===== src/sv/mea_pkg.sv =====
// Package for the monomial exponent ALU: widths, field offsets, operation and status codes,
// and the structs passed between the lane units, the reduction and the top level.
// No dependencies.
package mea_pkg;

	localparam int NUM_LANES = 8;
	localparam int EXP_WIDTH = 8;
	localparam int VEC_WIDTH = 64;
	localparam int ACT_WIDTH = 4;
	localparam int OP_WIDTH = 3;
	localparam int PWR_WIDTH = 16;
	localparam int STAT_WIDTH = 2;
	localparam int IDX_WIDTH = 3;
	localparam int DEG_WIDTH = 11;
	localparam int NUM_PAIRS = (NUM_LANES + 1) / 2;
	localparam int PAIR_WIDTH = EXP_WIDTH + 1;

	localparam logic [ACT_WIDTH-1:0] ACT_RESET = ACT_WIDTH'(NUM_LANES);

	// s_tdata layout
	localparam int OFS_OP = 0;
	localparam int OFS_A = OFS_OP + OP_WIDTH;
	localparam int OFS_B = OFS_A + VEC_WIDTH;
	localparam int OFS_PW = OFS_B + VEC_WIDTH;
	localparam int IN_BITS = OFS_PW + PWR_WIDTH;
	localparam int IN_DATA_WIDTH = ((IN_BITS + 7) / 8) * 8;

	// m_tdata layout
	localparam int OFS_STAT = VEC_WIDTH;
	localparam int OFS_DIV = OFS_STAT + STAT_WIDTH;
	localparam int OFS_COP = OFS_DIV + 1;
	localparam int OFS_ONE = OFS_COP + 1;
	localparam int OFS_SQF = OFS_ONE + 1;
	localparam int OFS_IND = OFS_SQF + 1;
	localparam int OFS_IDX = OFS_IND + 1;
	localparam int OFS_DEG = OFS_IDX + IDX_WIDTH;
	localparam int OUT_BITS = OFS_DEG + DEG_WIDTH;
	localparam int OUT_DATA_WIDTH = ((OUT_BITS + 7) / 8) * 8;

	localparam logic [OP_WIDTH-1:0] OP_MUL = 3'd0;
	localparam logic [OP_WIDTH-1:0] OP_DIV = 3'd1;
	localparam logic [OP_WIDTH-1:0] OP_COLON = 3'd2;
	localparam logic [OP_WIDTH-1:0] OP_GCD = 3'd3;
	localparam logic [OP_WIDTH-1:0] OP_LCM = 3'd4;
	localparam logic [OP_WIDTH-1:0] OP_RAD = 3'd5;
	localparam logic [OP_WIDTH-1:0] OP_POW = 3'd6;

	localparam logic [STAT_WIDTH-1:0] ST_OK = 2'd0;
	localparam logic [STAT_WIDTH-1:0] ST_OVF = 2'd1;
	localparam logic [STAT_WIDTH-1:0] ST_UNF = 2'd2;

	typedef logic [EXP_WIDTH-1:0] lane_t;
	typedef logic [PAIR_WIDTH-1:0] pair_t;

	typedef struct packed {
		logic [OP_WIDTH-1:0] op;
		logic pw_big;
	} ctrl_t;

	typedef struct packed {
		lane_t r;
		logic ovf;
		logic unf;
		logic lt;
		logic nz;
		logic nzb;
		logic gt1;
		logic eq1;
	} lane_out_t;

	typedef struct packed {
		logic [VEC_WIDTH-1:0] result_vector;
		logic [STAT_WIDTH-1:0] status;
		logic b_divides_a;
		logic coprime;
		logic a_is_one;
		logic a_square_free;
		logic a_is_indet;
		logic [IDX_WIDTH-1:0] indet_index;
		logic [DEG_WIDTH-1:0] std_degree;
	} result_t;

endpackage


===== src/sv/monomial_exponent_alu_unit.sv =====
// Top level of the monomial exponent ALU: stream ports, lane-count register and
// the three-stage pipeline. Depends on mea_pkg, mea_lane and mea_reduce.
//
// Usage:
//   The slave stream (s_tvalid/s_tready/s_tdata) carries one operand pair per
//   transaction: operation, vector_a, vector_b and power. The master stream
//   (m_tvalid/m_tready/m_tdata) returns one result per transaction, in order.
//   cfg_we/cfg_wdata write active_indets (lanes at or above it read as zero);
//   write it only while no transaction is in flight.
//   On the way from acceptance to m_tvalid, stage 1 registers the
//   masked operands, stage 2 the per-lane results (one 8x8 multiply per lane
//   is the deepest path), stage 3 the reduced flags, degree and status.
//   Throughput is one transaction per cycle while m_tready is high.
//   Reset clears all valid bits and sets active_indets to 8.
//   When m_tready is low with a result waiting, the whole pipeline holds and
//   s_tready drops; nothing is lost or repeated, and flow resumes at full
//   rate once m_tready returns.
module monomial_exponent_alu_unit import mea_pkg::*; (
	input  logic                      clk,
	input  logic                      arst_n,
	input  logic                      cfg_we,
	input  logic [ACT_WIDTH-1:0]      cfg_wdata,
	input  logic                      s_tvalid,
	output logic                      s_tready,
	// operation, vector_a, vector_b, power, zero fill
	input  logic [IN_DATA_WIDTH-1:0]  s_tdata,
	output logic                      m_tvalid,
	input  logic                      m_tready,
	// result_vector, status, b_divides_a, coprime, a_is_one, a_square_free,
	// a_is_indet, indet_index, std_degree, zero fill
	output logic [OUT_DATA_WIDTH-1:0] m_tdata
);

	logic [ACT_WIDTH-1:0] active_q;
	logic                 adv;
	logic                 v_s1, v_s2, v_s3;

	ctrl_t                     ctrl_in, ctrl_s1, ctrl_s2;
	lane_t [NUM_LANES-1:0]     a_in, b_in, a_s1, b_s1;
	lane_t                     pw_s1;
	lane_out_t [NUM_LANES-1:0] lanes_c, lanes_s2;
	pair_t [NUM_PAIRS-1:0]     pairs_c, pairs_s2;
	result_t                   res_c, res_s3;
	logic [PWR_WIDTH-1:0]      pw_in;

	always_ff @(posedge clk or negedge arst_n) begin
		if (!arst_n)
			active_q <= ACT_RESET;
		else if (cfg_we)
			active_q <= cfg_wdata;
	end

	assign adv = !v_s3 || m_tready;
	assign s_tready = adv;

	// input decode and lane masking
	assign pw_in = s_tdata[OFS_PW +: PWR_WIDTH];
	assign ctrl_in.op = s_tdata[OFS_OP +: OP_WIDTH];
	assign ctrl_in.pw_big = (pw_in > PWR_WIDTH'((1 << EXP_WIDTH) - 1));

	always_comb begin
		for (int i = 0; i < NUM_LANES; i++) begin
			if (active_q > ACT_WIDTH'(i)) begin
				a_in[i] = s_tdata[OFS_A + i*EXP_WIDTH +: EXP_WIDTH];
				b_in[i] = s_tdata[OFS_B + i*EXP_WIDTH +: EXP_WIDTH];
			end else begin
				a_in[i] = '0;
				b_in[i] = '0;
			end
		end
	end

	always_ff @(posedge clk or negedge arst_n) begin
		if (!arst_n) begin
			v_s1 <= 1'b0;
			v_s2 <= 1'b0;
			v_s3 <= 1'b0;
		end else if (adv) begin
			v_s1 <= s_tvalid;
			v_s2 <= v_s1;
			v_s3 <= v_s2;
		end
	end

	always_ff @(posedge clk) begin
		if (adv) begin
			ctrl_s1 <= ctrl_in;
			a_s1 <= a_in;
			b_s1 <= b_in;
			pw_s1 <= pw_in[EXP_WIDTH-1:0];
			ctrl_s2 <= ctrl_s1;
			lanes_s2 <= lanes_c;
			pairs_s2 <= pairs_c;
			res_s3 <= res_c;
		end
	end

	// stage 2: lane operations and degree pair sums
	for (genvar i = 0; i < NUM_LANES; i++) begin : g_lane
		mea_lane u_lane (
			.ctrl (ctrl_s1),
			.a    (a_s1[i]),
			.b    (b_s1[i]),
			.pw   (pw_s1),
			.lane (lanes_c[i])
		);
	end

	for (genvar p = 0; p < NUM_PAIRS; p++) begin : g_pair
		if (2*p + 1 < NUM_LANES) begin : g_two
			assign pairs_c[p] = {1'b0, a_s1[2*p]} + {1'b0, a_s1[2*p+1]};
		end else begin : g_one
			assign pairs_c[p] = {1'b0, a_s1[2*p]};
		end
	end

	// stage 3: cross-lane reduction
	mea_reduce u_reduce (
		.ctrl  (ctrl_s2),
		.lanes (lanes_s2),
		.pairs (pairs_s2),
		.res   (res_c)
	);

	assign m_tvalid = v_s3;

	always_comb begin
		m_tdata = '0;
		m_tdata[0 +: VEC_WIDTH] = res_s3.result_vector;
		m_tdata[OFS_STAT +: STAT_WIDTH] = res_s3.status;
		m_tdata[OFS_DIV] = res_s3.b_divides_a;
		m_tdata[OFS_COP] = res_s3.coprime;
		m_tdata[OFS_ONE] = res_s3.a_is_one;
		m_tdata[OFS_SQF] = res_s3.a_square_free;
		m_tdata[OFS_IND] = res_s3.a_is_indet;
		m_tdata[OFS_IDX +: IDX_WIDTH] = res_s3.indet_index;
		m_tdata[OFS_DEG +: DEG_WIDTH] = res_s3.std_degree;
	end

	a_indet_sqfree: assert property (@(posedge clk) disable iff (!arst_n)
		v_s3 && res_s3.a_is_indet |-> res_s3.a_square_free && !res_s3.a_is_one)
		else $error("single indeterminate flagged with non square-free or unit a");

	a_idx_zero: assert property (@(posedge clk) disable iff (!arst_n)
		v_s3 && !res_s3.a_is_indet |-> res_s3.indet_index == '0)
		else $error("indet_index nonzero without a single indeterminate");

	a_one_deg: assert property (@(posedge clk) disable iff (!arst_n)
		v_s3 && res_s3.a_is_one |-> res_s3.std_degree == '0 && res_s3.coprime)
		else $error("unit a with nonzero degree or not coprime");

	a_advance: assert property (@(posedge clk) disable iff (!arst_n)
		adv && v_s2 |=> v_s3)
		else $error("valid item dropped between stage 2 and stage 3");

endmodule


===== src/sv/mea_lane.sv =====
// One exponent lane: applies the selected operation to a pair of exponents and
// derives the per-lane query bits. Combinational. Depends on mea_pkg.
module mea_lane import mea_pkg::*; (
	input  ctrl_t     ctrl,
	input  lane_t     a,
	input  lane_t     b,
	input  lane_t     pw,
	output lane_out_t lane
);

	logic [EXP_WIDTH:0]     sum;
	logic [2*EXP_WIDTH-1:0] prod;

	assign sum = {1'b0, a} + {1'b0, b};
	assign prod = a * pw;

	always_comb begin
		lane.r = '0;
		lane.ovf = 1'b0;
		lane.unf = 1'b0;
		case (ctrl.op)
			OP_MUL: begin
				lane.r = sum[EXP_WIDTH-1:0];
				lane.ovf = sum[EXP_WIDTH];
			end
			OP_DIV: begin
				lane.r = a - b;
				lane.unf = (a < b);
			end
			OP_COLON: begin
				lane.r = (a > b) ? a - b : '0;
			end
			OP_GCD: begin
				lane.r = (a < b) ? a : b;
			end
			OP_LCM: begin
				lane.r = (a > b) ? a : b;
			end
			OP_RAD: begin
				lane.r = EXP_WIDTH'(a != '0);
			end
			OP_POW: begin
				if (!ctrl.pw_big) begin
					lane.r = prod[EXP_WIDTH-1:0];
					lane.ovf = |prod[2*EXP_WIDTH-1:EXP_WIDTH];
				end
			end
			default: begin
				lane.r = '0;
			end
		endcase
		lane.lt = (a < b);
		lane.nz = (a != '0);
		lane.nzb = (b != '0);
		lane.gt1 = (a > EXP_WIDTH'(1));
		lane.eq1 = (a == EXP_WIDTH'(1));
	end

endmodule


===== src/sv/mea_reduce.sv =====
// Reduction across lanes: packs the result vector, resolves status, and forms
// the query flags, indeterminate index and degree. Depends on mea_pkg.
module mea_reduce import mea_pkg::*; (
	input  ctrl_t                       ctrl,
	input  lane_out_t [NUM_LANES-1:0]   lanes,
	input  pair_t     [NUM_PAIRS-1:0]   pairs,
	output result_t                     res
);

	logic [NUM_LANES-1:0] ovf, unf, lt, nz, nzb, gt1, eq1;
	logic [VEC_WIDTH-1:0] vec;
	logic [DEG_WIDTH-1:0] deg;
	logic [IDX_WIDTH-1:0] idx;
	logic                 single;

	always_comb begin
		vec = '0;
		idx = '0;
		for (int i = 0; i < NUM_LANES; i++) begin
			vec[i*EXP_WIDTH +: EXP_WIDTH] = lanes[i].r;
			ovf[i] = lanes[i].ovf;
			unf[i] = lanes[i].unf;
			lt[i] = lanes[i].lt;
			nz[i] = lanes[i].nz;
			nzb[i] = lanes[i].nzb;
			gt1[i] = lanes[i].gt1;
			eq1[i] = lanes[i].eq1;
			if (lanes[i].nz)
				idx = IDX_WIDTH'(i);
		end
		deg = '0;
		for (int p = 0; p < NUM_PAIRS; p++)
			deg = deg + DEG_WIDTH'(pairs[p]);
	end

	assign single = (nz != '0) && ((nz & (nz - 1'b1)) == '0) && ((nz & ~eq1) == '0);

	always_comb begin
		res.result_vector = (ctrl.op == OP_POW && ctrl.pw_big) ? '0 : vec;
		if (ctrl.op == OP_POW && ctrl.pw_big)
			res.status = ST_OVF;
		else if (|ovf)
			res.status = ST_OVF;
		else if (|unf)
			res.status = ST_UNF;
		else
			res.status = ST_OK;
		res.b_divides_a = ~|lt;
		res.coprime = ~|(nz & nzb);
		res.a_is_one = ~|nz;
		res.a_square_free = ~|gt1;
		res.a_is_indet = single;
		res.indet_index = single ? idx : '0;
		res.std_degree = deg;
	end

endmodule

===== config.mk =====
export PLATFORM = sky130hd
export DESIGN_NAME = monomial_exponent_alu_unit
export DESIGN_NICKNAME = d
export VERILOG_FILES = /design/src/sv/mea_pkg.sv /design/src/sv/monomial_exponent_alu_unit.sv /design/src/sv/mea_lane.sv /design/src/sv/mea_reduce.sv
export SDC_FILE = /design/constraint.sdc
export NUM_CORES = 2
export LEC_CHECK = 0
export ABC_AREA = 1
export BUFFER_PORTS_ARGS = -buffer_cell sky130_fd_sc_hd__buf_2
export CAP_MARGIN = 20
export CORE_MARGIN = 2
export CORE_UTILIZATION = 45
export DETAILED_ROUTE_END_ITERATION = 7
export GPL_TIMING_DRIVEN = 0
export HOLD_SLACK_MARGIN = 0.15
export MAX_ROUTING_LAYER = met4
export PLACE_DENSITY = 0.74
export SLEW_MARGIN = 20
export SYNTH_ARGS = -nofsm -noshare
export SYNTH_HDL_FRONTEND = slang
export SYNTH_SLANG_ARGS = --single-unit
export TNS_END_PERCENT = 1

===== constraint.sdc =====
create_clock -name clk -period 23.5 [get_ports clk]
set_clock_uncertainty 0.15 [all_clocks]
set_input_delay 2.35 -clock clk [delete_from_list [all_inputs] [get_ports clk]]
set_output_delay 2.35 -clock clk [all_outputs]
set_load 0.1 [all_outputs]

==> qor.csv <==
metric;value;unit
run status;finished, final reports clean;
number of global-route vias before repair;38600;
Final Hold Fails;0;
Pwr per Cell Area;140;nW/µm²
Setup CP Type;in2out;
initial cell density of the core;45.3;%
Reg clk slew, reported paths;0.06;ns
main combinational cell family by area after synthesis;adder cells;
Routed Antenna Nets;0;
setup TNS;0;ns
multiplexer area fraction after synthesis;0.0760;%
CP Launch Type;input port;
Core Util, Final;50.1;%
postcts setup bufs;0;
number of fill cells;9662;
First-pass DRT Iterations;6;
Comb pwr share;70.9;%
Synth Area in Simple Gates;24.0;%
total routed wirelength;150000;µm
Pleak;26.9;nW
hold wc startpoint;v_s2$_DFFE_PN0P_;
Least-Margin Pin Slew;1.30;ns
Crit. End Element;primary output;
Longest Clk Path Bufs;3;
FF-to-FF path depth;20;
switching portion of total power;54.5;%
max_cap viols;0;
main area contributors after synthesis;edfxtp_1 26%, fa_1 14%, ha_1 13%;
All-Layer GR Usage;30.3;%
largest net degree at the start of global routing;60;
worst r2r src;pw_s1[4]$_DFFE_PP_;
Layout Nets;7213;
max_slew headroom;13.6;%
DR vias/cell;5.27;
CP Max Fanout;51;
r2r endpoint;lanes_s2[6]$_DFFE_PP_;
Clock Sinks;392;
Cell Int Power;3.13;mW
WL per Instance;19.7;µm
post-synthesis xor/xnor area fraction;1.58;%
Adder-Cell Fraction of Synth Area;27.5;%
TritonCTS buffer count;46;
synth unique cells;45;
Hold Path Sink;m_tvalid$_DFFE_PN0P_;
post_cts resized;0;
GP Congestion;1.02;
mean post-synth cell area;7.45;µm²
Die W;318;µm
Clock Latency Late Sink;0.66;ns
hold path depth;2;
sequential share of power;17.8;%
vias;40000;
worst path arrival time;4.47;ns
asr flop ratio synth;1.79;%
Buffers on Ports;242;
CTS Hold Bufs;0;
part of the Yosys area used for sequential elements;26.4;%
# IOs;251;
Cell Area, Synth;44500;µm²
Max H-tree Level;2;
CTS tree;done;
Tcrit/Tclk final;29.6;%
overall die height;318;µm
initial antenna violation count;5;
first-pass GRT wire length;227000;µm
Max IR drop VDD;0.107;mV
Area Growth Syn to Fin;10.5;%
root cell of the clock tree;clkbuf_16;
Setup-failing EPs final;0;
fin. max-slew vios;0;
# DRC;0;
Synth Area in Compound Gates;6.43;%
grt ovf;0;
R2R Setup Slk;17.42;ns
Die Area;101000;µm²
Post-DP HPWL;119000;µm
post-synth top area share;26.0;%
Post-synth EDFFs;385;
RSZ-0062 raised after global routing;false;
Clk pwr share;11.2;%
minimum period implied by the final worst setup slack;6.97;ns
Cells after Synth;5966;
synth warn;0;
#FFs+latches synth;392;
fraction of layout instances using a drive strength above 1;6.85;%
predominant post-synthesis flop cell;edfxtp_1;
Cell Rows;115;
most instantiated cells after synthesis;1544 x nand2_1, 1438 x inv_1, 466 x ha_1;
Worst Path Required;21.00;ns
fmax;144;MHz
Synth area leader;edfxtp_1;
most frequent cell after synthesis;nand2_1;
DR iter-0 viols;4477;
worst hold-check path type;reg2reg;
Core Area;98100;µm²
net load switching power;3.75;mW
-- worst max-delay path by stage --
stage	start	to	slack (ns)
floorplan	m_tready	s_tready	9.85
global placement	m_tready	s_tready	5.46
detailed placement	m_tready	s_tready	16.53
CTS	m_tready	s_tready	16.52
global route	m_tready	s_tready	16.41
finish	m_tready	s_tready	16.53
-- worst max-delay path: stages --
cell and delay [ns]:
buf_2 0.07, inv_1 0.05, nand2_4 0.51, buf_16 0.33
buf_12 0.29, buf_12 0.28, buf_2 0.48
-- power by group through the flow --
stage / clock network, mW / logic [mW] / registers, mW
2_1_floorplan: 0 / 3.27 / 1.66
3_3_place_gp: 0 / 4.69 / 1.30
3_5_place_dp: 0 / 4.79 / 1.24
4_1_cts: 0.786 / 4.82 / 1.22
5_1_grt: 0.807 / 5.53 / 1.24
6_report: 0.774 / 4.88 / 1.23
-- final cells by class --
class                           count  area [µm²]  share of cell area [%]
Timing Repair Buffer              251        1400                    2.86
Tap cell                         1287        1610                    3.28
Antenna cell                        9        22.5                  0.0459
Clock buffer                       55        1180                    2.41
Buffer                            199         837                    1.70
Multi-Input combinational cell   3936       26500                    54.0
Clock inverter                     28         395                   0.805
Inverter                         1441        5410                    11.0
Sequential cell                   392       11700                    23.9
-- routing by layer --
layer	up-vias	routed length, µm	GRT usage [%]
met4	0	6580	11.4
met1	18800	63500	41.0
met2	1899	65400	45.9
met5	-	0	-
li1	19100	-	-
met3	302	14500	4.55
-- state kept, by name, indices dropped and copies added, names as in the netlist --
register  count
v_s1          1
pw_s1         8
ctrl_s1       4
active_q      4
lanes_s2    120
ctrl_s2       4
v_s2          1
b_s1         64
pairs_s2     36
m_tdata      85
m_tvalid      1
a_s1         64
-- placed cells by master (no fill, tap or decap), types with 40 or more instances in the layout --
| master | n |
|---|---|
| nand3_1 | 286 |
| inv_1 | 1438 |
| ha_1 | 466 |
| o211ai_1 | 57 |
| buf_2 | 281 |
| nand4_1 | 93 |
| edfxtp_1 | 385 |
| nand3b_1 | 40 |
| nor3_1 | 44 |
| nor2_1 | 448 |
| clkbuf_1 | 134 |
| nor4_1 | 41 |
| fa_1 | 319 |
| nand2_1 | 1543 |
| clkbuf_16 | 46 |
| xor2_1 | 67 |
| o21ai_0 | 136 |
| a21oi_1 | 249 |
-- logic make-up after synthesis --
kind of cell             count (synthesis)
other                                    1
multiplexers                             3
AND/OR/NAND/NOR                       2552
XOR/XNOR                                80
adder cells (fa/ha/maj)                785
flip-flops                             392
buffers and inverters                 1640
AO/OA/AOI/OAI                          513
-- per-stage QoR --
stage          hold WS [ns]  instances  instance area (µm²)  setup WS [ns]  power, mW
3_3_place_gp          0.291       7497                47300           5.46       6.00
4_1_cts               0.331       7588                49100          16.52       6.84
2_1_floorplan         0.270       5968                44500           9.85       4.92
3_5_place_dp          0.301       7505                47500          16.53       6.03
5_1_grt               0.339       7592                49100          16.41       7.58
6_report              0.321       7598                49100          16.53       6.88
Note: power is estimated with default switching activity, not from simulation.
